[src/hdl/crld_pkg.sv]
// Shared types, constants and codes of the cluster run list decoder.
`default_nettype none

package crld_pkg;

    localparam int unsigned MAX_FIELD_BYTES = 8;

    localparam int unsigned CLUSTER_W = 48;
    localparam int unsigned WIDE_W    = 64;
    localparam int unsigned POS_W     = 16;
    localparam int unsigned STATUS_W  = 3;
    localparam int unsigned CFG_IDX_W = 3;

    // Configuration register indexes.
    localparam logic [CFG_IDX_W-1:0] CFG_VOLUME_SIZE    = 3'd0;
    localparam logic [CFG_IDX_W-1:0] CFG_FIRST_VCN      = 3'd1;
    localparam logic [CFG_IDX_W-1:0] CFG_EXPECTED_LAST  = 3'd2;
    localparam logic [CFG_IDX_W-1:0] CFG_AREA_LENGTH    = 3'd3;
    localparam logic [CFG_IDX_W-1:0] CFG_SPARSE_MODE    = 3'd4;

    // End-of-list status codes.
    localparam logic [STATUS_W-1:0] ST_OK        = 3'd0;
    localparam logic [STATUS_W-1:0] ST_OVERRUN   = 3'd1;
    localparam logic [STATUS_W-1:0] ST_BAD_LEN   = 3'd2;
    localparam logic [STATUS_W-1:0] ST_OUTSIDE   = 3'd3;
    localparam logic [STATUS_W-1:0] ST_MISMATCH  = 3'd4;

    // Result kinds.
    localparam logic KIND_RUN    = 1'b0;
    localparam logic KIND_STATUS = 1'b1;

    typedef struct packed {
        logic [CLUSTER_W-1:0] volume_clusters;
        logic [CLUSTER_W-1:0] first_virtual_cluster;
        logic [CLUSTER_W-1:0] expected_last_virtual_cluster;
        logic [POS_W-1:0]     area_length;
        logic                 sparse_mode;
    } crld_cfg_t;

    typedef struct packed {
        logic                 kind;
        logic [CLUSTER_W-1:0] run_start_cluster;
        logic [WIDE_W-1:0]    run_length;
        logic                 run_is_hole;
        logic [STATUS_W-1:0]  status;
        logic [WIDE_W-1:0]    allocated_clusters;
        logic [POS_W-1:0]     bytes_used;
    } crld_result_t;

endpackage

`default_nettype wire

[src/hdl/crld_cfg_regs.sv]
// Configuration register file of the cluster run list decoder.
`default_nettype none

module crld_cfg_regs
(
    input  wire logic                           clk,
    input  wire logic                           rst_n,
    input  wire logic                           cfg_valid,
    output logic                                cfg_ready,
    input  wire logic [crld_pkg::CFG_IDX_W-1:0] cfg_index,
    input  wire logic [crld_pkg::CLUSTER_W-1:0] cfg_data,
    output crld_pkg::crld_cfg_t                 cfg
);
    import crld_pkg::*;

    crld_cfg_t cfg_reg;

    assign cfg_ready = 1'b1;
    assign cfg       = cfg_reg;

    always_ff @(posedge clk or negedge rst_n)
    begin
        if (!rst_n)
        begin
            cfg_reg <= '0;
        end
        else if (cfg_valid)
        begin
            unique case (cfg_index)
                CFG_VOLUME_SIZE:    cfg_reg.volume_clusters <= cfg_data;
                CFG_FIRST_VCN:      cfg_reg.first_virtual_cluster <= cfg_data;
                CFG_EXPECTED_LAST:  cfg_reg.expected_last_virtual_cluster <= cfg_data;
                CFG_AREA_LENGTH:    cfg_reg.area_length <= cfg_data[POS_W-1:0];
                CFG_SPARSE_MODE:    cfg_reg.sparse_mode <= cfg_data[0];
                default:
                begin
                end
            endcase
        end
    end

endmodule

`default_nettype wire

[src/hdl/crld_core.sv]
// Input byte register and run list decode state of the cluster run list decoder.
`default_nettype none

module crld_core
(
    input  wire logic                 clk,
    input  wire logic                 rst_n,
    input  wire logic                 in_valid,
    output logic                      in_ready,
    input  wire logic [7:0]           list_byte,
    input  wire crld_pkg::crld_cfg_t  cfg,
    output logic                      res_valid,
    input  wire logic                 res_ready,
    output crld_pkg::crld_result_t    res
);
    import crld_pkg::*;

    localparam logic [1:0] PH_HDR = 2'd0;
    localparam logic [1:0] PH_CNT = 2'd1;
    localparam logic [1:0] PH_DLT = 2'd2;

    logic [7:0]        byte_reg;
    logic              byte_valid_reg;

    logic [1:0]        phase_reg,       phase_next;
    logic [3:0]        cnt_left_reg,    cnt_left_next;
    logic [3:0]        dlt_left_reg,    dlt_left_next;
    logic [2:0]        idx_reg,         idx_next;
    logic [WIDE_W-1:0] cnt_acc_reg,     cnt_acc_next;
    logic [WIDE_W-1:0] dlt_acc_reg,     dlt_acc_next;
    logic [WIDE_W-1:0] cur_reg,         cur_next;
    logic [WIDE_W-1:0] nvc_reg,         nvc_next;
    logic [WIDE_W-1:0] alloc_reg,       alloc_next;
    logic [POS_W-1:0]  pos_reg,         pos_next;

    logic              has_result;
    logic              advance;

    logic [3:0]        cl;
    logic [3:0]        ol;
    logic [WIDE_W-1:0] nvc_eff;
    logic [POS_W+1:0]  run_end;
    logic [WIDE_W-1:0] byte_shifted;
    logic [WIDE_W-1:0] cnt_new;
    logic [WIDE_W-1:0] dlt_new;
    logic [WIDE_W-1:0] cur_new;
    logic [WIDE_W:0]   run_top;
    logic [3:0]        cnt_left_dec;
    logic [3:0]        dlt_left_dec;
    logic              do_restart;

    assign cl           = byte_reg[3:0];
    assign ol           = byte_reg[7:4];
    assign nvc_eff      = (pos_reg == '0)
                          ? {{(WIDE_W-CLUSTER_W){1'b0}}, cfg.first_virtual_cluster}
                          : nvc_reg;
    assign run_end      = {2'b00, pos_reg} + 18'd1 + {14'd0, cl} + {14'd0, ol};
    assign byte_shifted = {{(WIDE_W-8){1'b0}}, byte_reg} << {idx_reg, 3'b000};
    assign cnt_new      = cnt_acc_reg | byte_shifted;
    assign cnt_left_dec = cnt_left_reg - 4'd1;
    assign dlt_left_dec = dlt_left_reg - 4'd1;

    // The last offset byte carries the sign of the whole delta.
    always_comb
    begin
        dlt_new = dlt_acc_reg | byte_shifted;
        if (byte_reg[7] && (idx_reg != 3'd7) && (dlt_left_dec == 4'd0))
        begin
            dlt_new = dlt_new | ({WIDE_W{1'b1}} << {idx_reg + 3'd1, 3'b000});
        end
    end

    assign cur_new = cur_reg + dlt_new;
    assign run_top = {1'b0, cur_new} + {1'b0, cnt_acc_reg};

    always_comb
    begin
        phase_next    = phase_reg;
        cnt_left_next = cnt_left_reg;
        dlt_left_next = dlt_left_reg;
        idx_next      = idx_reg;
        cnt_acc_next  = cnt_acc_reg;
        dlt_acc_next  = dlt_acc_reg;
        cur_next      = cur_reg;
        nvc_next      = nvc_reg;
        alloc_next    = alloc_reg;
        pos_next      = pos_reg;
        has_result    = 1'b0;
        do_restart    = 1'b0;
        res           = '0;
        res.bytes_used         = pos_reg + 16'd1;
        res.allocated_clusters = alloc_reg;

        unique case (phase_reg)
            PH_CNT:
            begin
                cnt_acc_next  = cnt_new;
                idx_next      = idx_reg + 3'd1;
                pos_next      = pos_reg + 16'd1;
                cnt_left_next = cnt_left_dec;
                if (cnt_left_dec == 4'd0)
                begin
                    idx_next = 3'd0;
                    if (dlt_left_reg == 4'd0)
                    begin
                        // Hole: no offset field, nothing allocated, no volume check.
                        phase_next            = PH_HDR;
                        nvc_next              = nvc_reg + cnt_new;
                        has_result            = 1'b1;
                        res                   = '0;
                        res.kind              = KIND_RUN;
                        res.run_length        = cnt_new;
                        res.run_is_hole       = 1'b1;
                    end
                    else
                    begin
                        phase_next = PH_DLT;
                    end
                end
            end
            PH_DLT:
            begin
                dlt_acc_next  = dlt_new;
                idx_next      = idx_reg + 3'd1;
                pos_next      = pos_reg + 16'd1;
                dlt_left_next = dlt_left_dec;
                if (dlt_left_dec == 4'd0)
                begin
                    phase_next = PH_HDR;
                    idx_next   = 3'd0;
                    nvc_next   = nvc_reg + cnt_acc_reg;
                    cur_next   = cur_new;
                    alloc_next = alloc_reg + cnt_acc_reg;
                    has_result = 1'b1;
                    if ((cur_new < {{(WIDE_W-CLUSTER_W){1'b0}}, cfg.volume_clusters}) &&
                        (run_top <= {{(WIDE_W+1-CLUSTER_W){1'b0}}, cfg.volume_clusters}))
                    begin
                        res                   = '0;
                        res.kind              = KIND_RUN;
                        res.run_start_cluster = cur_new[CLUSTER_W-1:0];
                        res.run_length        = cnt_acc_reg;
                    end
                    else
                    begin
                        // The failing run's count is already part of the total.
                        do_restart             = 1'b1;
                        res.kind               = KIND_STATUS;
                        res.status             = ST_OUTSIDE;
                        res.allocated_clusters = alloc_reg + cnt_acc_reg;
                    end
                end
            end
            default:
            begin
                // Header byte; an unused phase code behaves like a header.
                has_result = 1'b1;
                res.kind   = KIND_STATUS;
                if (pos_reg >= cfg.area_length)
                begin
                    do_restart = 1'b1;
                    res.status = ST_OVERRUN;
                end
                else if ((cl == 4'd0) && (ol == 4'd0))
                begin
                    do_restart = 1'b1;
                    res.status = ((nvc_eff - 64'd1) ==
                                  {{(WIDE_W-CLUSTER_W){1'b0}},
                                   cfg.expected_last_virtual_cluster})
                                 ? ST_OK : ST_MISMATCH;
                end
                else if ((cl == 4'd0) || (cl > 4'(MAX_FIELD_BYTES)) ||
                         (ol > 4'(MAX_FIELD_BYTES)) ||
                         ((ol == 4'd0) && !cfg.sparse_mode))
                begin
                    do_restart = 1'b1;
                    res.status = ST_BAD_LEN;
                end
                else if (run_end >= {2'b00, cfg.area_length})
                begin
                    do_restart = 1'b1;
                    res.status = ST_OVERRUN;
                end
                else
                begin
                    has_result    = 1'b0;
                    res           = '0;
                    phase_next    = PH_CNT;
                    cnt_left_next = cl;
                    dlt_left_next = ol;
                    idx_next      = 3'd0;
                    cnt_acc_next  = '0;
                    dlt_acc_next  = '0;
                    nvc_next      = nvc_eff;
                    pos_next      = pos_reg + 16'd1;
                end
            end
        endcase

        if (do_restart)
        begin
            phase_next    = PH_HDR;
            cnt_left_next = 4'd0;
            dlt_left_next = 4'd0;
            idx_next      = 3'd0;
            cnt_acc_next  = '0;
            dlt_acc_next  = '0;
            cur_next      = '0;
            nvc_next      = {{(WIDE_W-CLUSTER_W){1'b0}}, cfg.first_virtual_cluster};
            alloc_next    = '0;
            pos_next      = '0;
        end
    end

    // A byte that yields no result moves on even while the result side is stalled.
    assign advance   = byte_valid_reg && (!has_result || res_ready);
    assign in_ready  = !byte_valid_reg || advance;
    assign res_valid = byte_valid_reg && has_result;

    always_ff @(posedge clk)
    begin
        if (in_valid && in_ready)
        begin
            byte_reg <= list_byte;
        end
    end

    always_ff @(posedge clk or negedge rst_n)
    begin
        if (!rst_n)
        begin
            byte_valid_reg <= 1'b0;
            phase_reg      <= PH_HDR;
            cnt_left_reg   <= 4'd0;
            dlt_left_reg   <= 4'd0;
            idx_reg        <= 3'd0;
            cnt_acc_reg    <= '0;
            dlt_acc_reg    <= '0;
            cur_reg        <= '0;
            nvc_reg        <= '0;
            alloc_reg      <= '0;
            pos_reg        <= '0;
        end
        else
        begin
            if (in_ready)
            begin
                byte_valid_reg <= in_valid;
            end
            if (advance)
            begin
                phase_reg    <= phase_next;
                cnt_left_reg <= cnt_left_next;
                dlt_left_reg <= dlt_left_next;
                idx_reg      <= idx_next;
                cnt_acc_reg  <= cnt_acc_next;
                dlt_acc_reg  <= dlt_acc_next;
                cur_reg      <= cur_next;
                nvc_reg      <= nvc_next;
                alloc_reg    <= alloc_next;
                pos_reg      <= pos_next;
            end
        end
    end

endmodule

`default_nettype wire

[src/hdl/crld_out_reg.sv]
// Result register of the cluster run list decoder.
`default_nettype none

module crld_out_reg
(
    input  wire logic                              clk,
    input  wire logic                              rst_n,
    input  wire logic                              res_valid,
    output logic                                   res_ready,
    input  wire crld_pkg::crld_result_t            res,
    output logic                                   out_valid,
    input  wire logic                              out_ready,
    output crld_pkg::crld_result_t                 out_res
);
    import crld_pkg::*;

    logic         valid_reg;
    crld_result_t res_reg;

    assign res_ready = !valid_reg || out_ready;
    assign out_valid = valid_reg;
    assign out_res   = res_reg;

    always_ff @(posedge clk)
    begin
        if (res_valid && res_ready)
        begin
            res_reg <= res;
        end
    end

    always_ff @(posedge clk or negedge rst_n)
    begin
        if (!rst_n)
        begin
            valid_reg <= 1'b0;
        end
        else if (res_ready)
        begin
            valid_reg <= res_valid;
        end
    end

endmodule

`default_nettype wire

[src/hdl/cluster_run_list_decoder.sv]
// Top level of the cluster run list decoder.
`default_nettype none

// The decoder takes a cluster run list one byte per transaction and returns one
// transaction per decoded run and one status transaction at the end of each
// list. A header byte gives the count field length in its low nibble and the
// offset field length in its high nibble; the count is little-endian and the
// offset is a sign-extended delta added to the running volume cluster. A zero
// header, or any error, closes the list with a status (0 ok, 1 overruns area,
// 2 bad field length, 3 outside volume, 4 last cluster mismatch), and the next
// byte starts a fresh list. In sparse mode a run without an offset field is a
// hole: start cluster 0, not counted as allocated, not checked against the
// volume. The block takes one byte every cycle while its results are taken. Each
// byte passes an input register, then one step of decode logic whose longest
// path is the offset add followed by the volume bound compare, then a result
// register, from which the result is presented on the outputs. Bytes that
// yield no result keep flowing while the result register waits on the consumer.
// Configuration is written through the cfg channel, which is always ready; the
// user writes it only while the block is idle; the block does not enforce it.
module cluster_run_list_decoder
(
    input  wire logic                           clk,
    input  wire logic                           rst_n,

    input  wire logic                           cfg_valid,
    output logic                                cfg_ready,
    input  wire logic [crld_pkg::CFG_IDX_W-1:0] cfg_index,
    input  wire logic [crld_pkg::CLUSTER_W-1:0] cfg_data,

    input  wire logic                           in_valid,
    output logic                                in_ready,
    input  wire logic [7:0]                     list_byte,

    output logic                                out_valid,
    input  wire logic                           out_ready,
    output logic                                kind,
    output logic [crld_pkg::CLUSTER_W-1:0]      run_start_cluster,
    output logic [crld_pkg::WIDE_W-1:0]         run_length,
    output logic                                run_is_hole,
    output logic [crld_pkg::STATUS_W-1:0]       status,
    output logic [crld_pkg::WIDE_W-1:0]         allocated_clusters,
    output logic [crld_pkg::POS_W-1:0]          bytes_used
);
    import crld_pkg::*;

    crld_cfg_t    cfg;
    crld_result_t core_res;
    crld_result_t out_res;
    logic         core_res_valid;
    logic         core_res_ready;

    // Register file for the five configuration registers.
    crld_cfg_regs u_cfg_regs
    (
        .clk       (clk),
        .rst_n     (rst_n),
        .cfg_valid (cfg_valid),
        .cfg_ready (cfg_ready),
        .cfg_index (cfg_index),
        .cfg_data  (cfg_data),
        .cfg       (cfg)
    );

    // Input byte register plus the run list state machine.
    crld_core u_core
    (
        .clk       (clk),
        .rst_n     (rst_n),
        .in_valid  (in_valid),
        .in_ready  (in_ready),
        .list_byte (list_byte),
        .cfg       (cfg),
        .res_valid (core_res_valid),
        .res_ready (core_res_ready),
        .res       (core_res)
    );

    // Result register that holds a finished transaction for the consumer.
    crld_out_reg u_out_reg
    (
        .clk       (clk),
        .rst_n     (rst_n),
        .res_valid (core_res_valid),
        .res_ready (core_res_ready),
        .res       (core_res),
        .out_valid (out_valid),
        .out_ready (out_ready),
        .out_res   (out_res)
    );

    assign kind               = out_res.kind;
    assign run_start_cluster  = out_res.run_start_cluster;
    assign run_length         = out_res.run_length;
    assign run_is_hole        = out_res.run_is_hole;
    assign status             = out_res.status;
    assign allocated_clusters = out_res.allocated_clusters;
    assign bytes_used         = out_res.bytes_used;

endmodule

`default_nettype wire

[config.mk]
export PLATFORM = sky130hd
export DESIGN_NAME = cluster_run_list_decoder
export DESIGN_NICKNAME = d
export VERILOG_FILES = /design/src/hdl/crld_pkg.sv /design/src/hdl/crld_cfg_regs.sv /design/src/hdl/crld_core.sv /design/src/hdl/crld_out_reg.sv /design/src/hdl/cluster_run_list_decoder.sv
export SDC_FILE = /design/constraint.sdc
export NUM_CORES = 2
export LEC_CHECK = 0
export ABC_AREA = 1
export BUFFER_PORTS_ARGS = -buffer_cell sky130_fd_sc_hd__buf_2
export CAP_MARGIN = 20
export CORE_ASPECT_RATIO = 1.5
export CORE_MARGIN = 8
export CORE_UTILIZATION = 24
export CTS_BUF_LIST = sky130_fd_sc_hd__clkbuf_8
export CTS_CLUSTER_DIAMETER = 80
export DETAILED_ROUTE_END_ITERATION = 12
export PLACE_DENSITY = 0.4
export SLEW_MARGIN = 30
export SYNTH_ARGS = -nofsm -noshare
export SYNTH_HDL_FRONTEND = slang
export SYNTH_SLANG_ARGS = --single-unit
[constraint.sdc]
create_clock -name clk -period 15.1 [get_ports clk]
set_input_delay 3.02 -clock clk [delete_from_list [all_inputs] [get_ports clk]]
set_output_delay 3.02 -clock clk [all_outputs]
set_load 0.1 [all_outputs]
==> summary.md <==
| Metric | Value |
|---|---|
| Area Overhead vs Synth | `13.5%` |
| Hold buffer count at cts | `0` |
| DIE AREA | `~260000 sq um` |
| HP Class | `reg -> reg` |
| Crit path top cell by count | `nand2_1` |
| Row Count | `220` |
| Largest net degree at the start of global routing | `approximately 150` |
| Cells after Synth | `between 8000 and 9000` |
| Largest register FFs | `approximately 200` |
| Hold Path Depth | `2` |
| Synth unique cells | `64` |
| Input/output buffers | `~260` |
| Final core occ | `0.273` |
| DRC | `0` |
| First-pass GRT wire length | `between 400000 and 500000 um` |
| Total negative setup slack | `0 ns` |
| DP Wirelength | `265000 um` |
| Reg clk slew, reported paths | `roughly 0.06 ns` |
| Critical Path RT | `between 15 and 20 ns` |
| Clock sink total | `717` |
| Yosys top cell by area | `dfrtp_1` |
| Routability Congestion | `roughly 1.0` |
| Num CTS Buffers | `~150` |
| Die X | `416 um` |
| Post-cts sizing count | `0` |
| Post-Layout Cell Count | `between 10000 and 15000` |
| Synth Cell Area | `57600 sq um` |
| Initial antenna violation count | `23` |
| Count leader, synth | `nand2_1` |
| Vias in the first global route | `about 61000` |
| Syn. warnings | `0` |
| Max Slew Vio Count | `0` |
| Crit path max-delay family | `simple AND/OR/NAND/NOR gates` |
| Total Wirelength | `~330000 um` |
| Slowest cell on the critical path | `clkinv_1` |
| PD cells | `~150 nW/um^2` |
| Initial DRC count | `roughly 4700` |
| Number of flops mapped to enable cells by yosys | `205` |
| Tcrit/Tclk final | `0.855` |
| Gr ovfl total | `0` |
| Finish-stage setup viols | `0` |
| CTS tree | `done` |
| Synth top area cells | `dfrtp_1 22%, nand2_1 15%, edfxtp_1 11%` |
| RSZ-0062 raised after global routing | `false` |
| Final worst path period need | `between 10 and 15 ns` |
| Worst-case reg-to-reg path depth | `48` |
| Worst Path Buf+Inv | `7` |
| Status | `finished, final reports clean` |
| CTS H-tree depth | `4` |
| CP Capture Type | `flop` |
| Worst setup slack after placement | `about 2.5 ns` |
| Die Height | `roughly 620 um` |
| Primary FF master, synth | `dfrtp_1` |
| Final worst setup slack | `between 2 and 2.5 ns` |
| CP peak stage delay | `approximately 0.88 ns` |
| Slew margin rel. | `0.222` |
| Hold Vio Cnt, Final | `0` |
| Peak VDD IR | `about 0.00018 V` |
| Worst-Margin Slew | `~1.2 ns` |
| Syn_nets | `between 8000 and 9000` |
| Via/cell ratio | `a little over 5` |
| Area of the multi-input gates | `33900 sq um` |
| Syn avg cell area | `between 6 and 7 sq um` |
| Buffer count from post-CTS setup fixing | `0` |
| Layout cells sized above 1 | `0.0756` |
| Inst Count DP | `approximately 12000` |
| WHS | `0.466 ns` |
| Drt first pass iters | `6` |
| Vias | `60500` |
| Register cell area after layout | `~19000 sq um` |
| Fmax | `roughly 77 MHz` |
| Clock buffer depth | `4` |
| Seq/Total Area, Yosys | `0.329` |
| Startpoint types | `flop` |
| Static Leakage | `approximately 33 nW` |
| Crit path depth | `between 40 and 50` |
| Crit path kind | `reg -> reg` |
| Fill cell count | `roughly 27000` |
| Global Route Usage Sum | `0.245` |
| Number of max-cap violations | `0` |
| Worst skew pair latency | `~0.98 ns` |
| Wire per inst | `~28 um` |
| #FFs+latches synth | `about 720` |
| Detail Route Antenna Nets | `0` |
| Synth cell count leaders | `2378 x nand2_1, 1018 x nor2_1, 922 x inv_1, 623 x o21ai_0, 533 x a21oi_1` |
| Share of the synthesized area in the top cell type | `0.222` |
| I/O pin cnt | `264` |
| Final nets | `just over 9000` |
| Synth async-reset ratio | `0.714` |
| Worst EP arrival | `about 14 ns` |
| Total core area | `between 200000 and 250000 sq um` |
| Worst Clk Skew | `~0.13 ns` |
| Initial Utilization | `0.241` |
| CTS root buf | `clkbuf_8` |
| Crit path max fanout | `32` |
-- worst paths after layout --
path                                   startpoint                      to  slack (ns)
min in group asynchronous                   rst_n      u_core.cur_reg[45]        2.07
min reg2reg                u_core.dlt_acc_reg[46]  u_core.dlt_acc_reg[46]        0.47
max reg2reg                     u_core.idx_reg[0]      u_core.nvc_reg[12]        2.19
max                             u_core.idx_reg[0]      u_core.nvc_reg[12]        2.19
min                        u_core.dlt_acc_reg[46]  u_core.dlt_acc_reg[46]        0.47
max in group asynchronous                   rst_n      u_core.pos_reg[13]       11.05
-- tightest hold or removal path, stage by stage, from the launching register on --
cell and delay [ns]:
dfrtp_1 0.34, nand2_1 0.05, nand2_1 0.04
-- per-layer routing --
metal | wire (um) | vias up | track usage | part of all wire
li1 | - | 28500 | - | -
met1 | 121000 | 29300 | 0.265 | 0.37
met2 | 163000 | 2042 | 0.438 | 0.49
met3 | 15700 | 685 | 0.0319 | 0.048
met4 | 29300 | 4 | 0.179 | 0.089
met5 | 25 | - | 0 | 0.000076
-- area by class of cell --
cell class | count | share of cell area
clock buffer | 166 | 0.0349
sequential | 717 | 0.290
antenna | 8 | 0.000306
tap | 3108 | 0.0595
multi-input combinational | 6501 | 0.518
inverter | 936 | 0.0540
timing repair buffer | 367 | 0.0349
clock inverter | 84 | 0.00872
-- power by group --
group	switching, W	internal (W)	leakage (nW)	total [W]
Clock	0.00103	0.00112	1.63	0.00215
Sequential	0.000263	0.00235	8.85	0.00261
Combinational	0.00428	0.00108	22.2	0.00535
Total	0.00557	0.00455	32.7	0.0101
-- cells in the final DEF (no fill, tap or decap), types with 35 or more instances in the layout --
master	instances
buf_4	92
clkbuf_8	166
buf_2	261
edfxtp_1	205
xnor2_1	63
xor2_1	180
a31oi_1	88
nand3b_1	37
dfrtp_1	512
nor4_1	39
nand2_1	2377
o22ai_1	63
inv_1	966
o21bai_1	35
nor2_1	1014
nand4_1	253
a21oi_1	533
nor3_1	78
ha_1	396
nand3_1	463
o21ai_0	614
-- per-stage QoR --
step	power (W)	cell area [sq um]
after floorplan	0.00617	57600
after global placement	0.00796	62300
after detailed placement	0.00798	62400
after CTS	0.0102	65300
after global routing	0.0106	65400
final	0.0101	65400
-- logic make-up after synthesis --
family | Yosys count | synth area share
fa+ha+maj | 407 | 0.0896
buf+inv | 1246 | 0.0860
xor+xnor | 248 | 0.0381
flops | 717 | 0.329
other cells | 1 | 0.0000651
simple gates | 4355 | 0.316
compound gates | 1490 | 0.141
(Power assumes the default switching activity.)
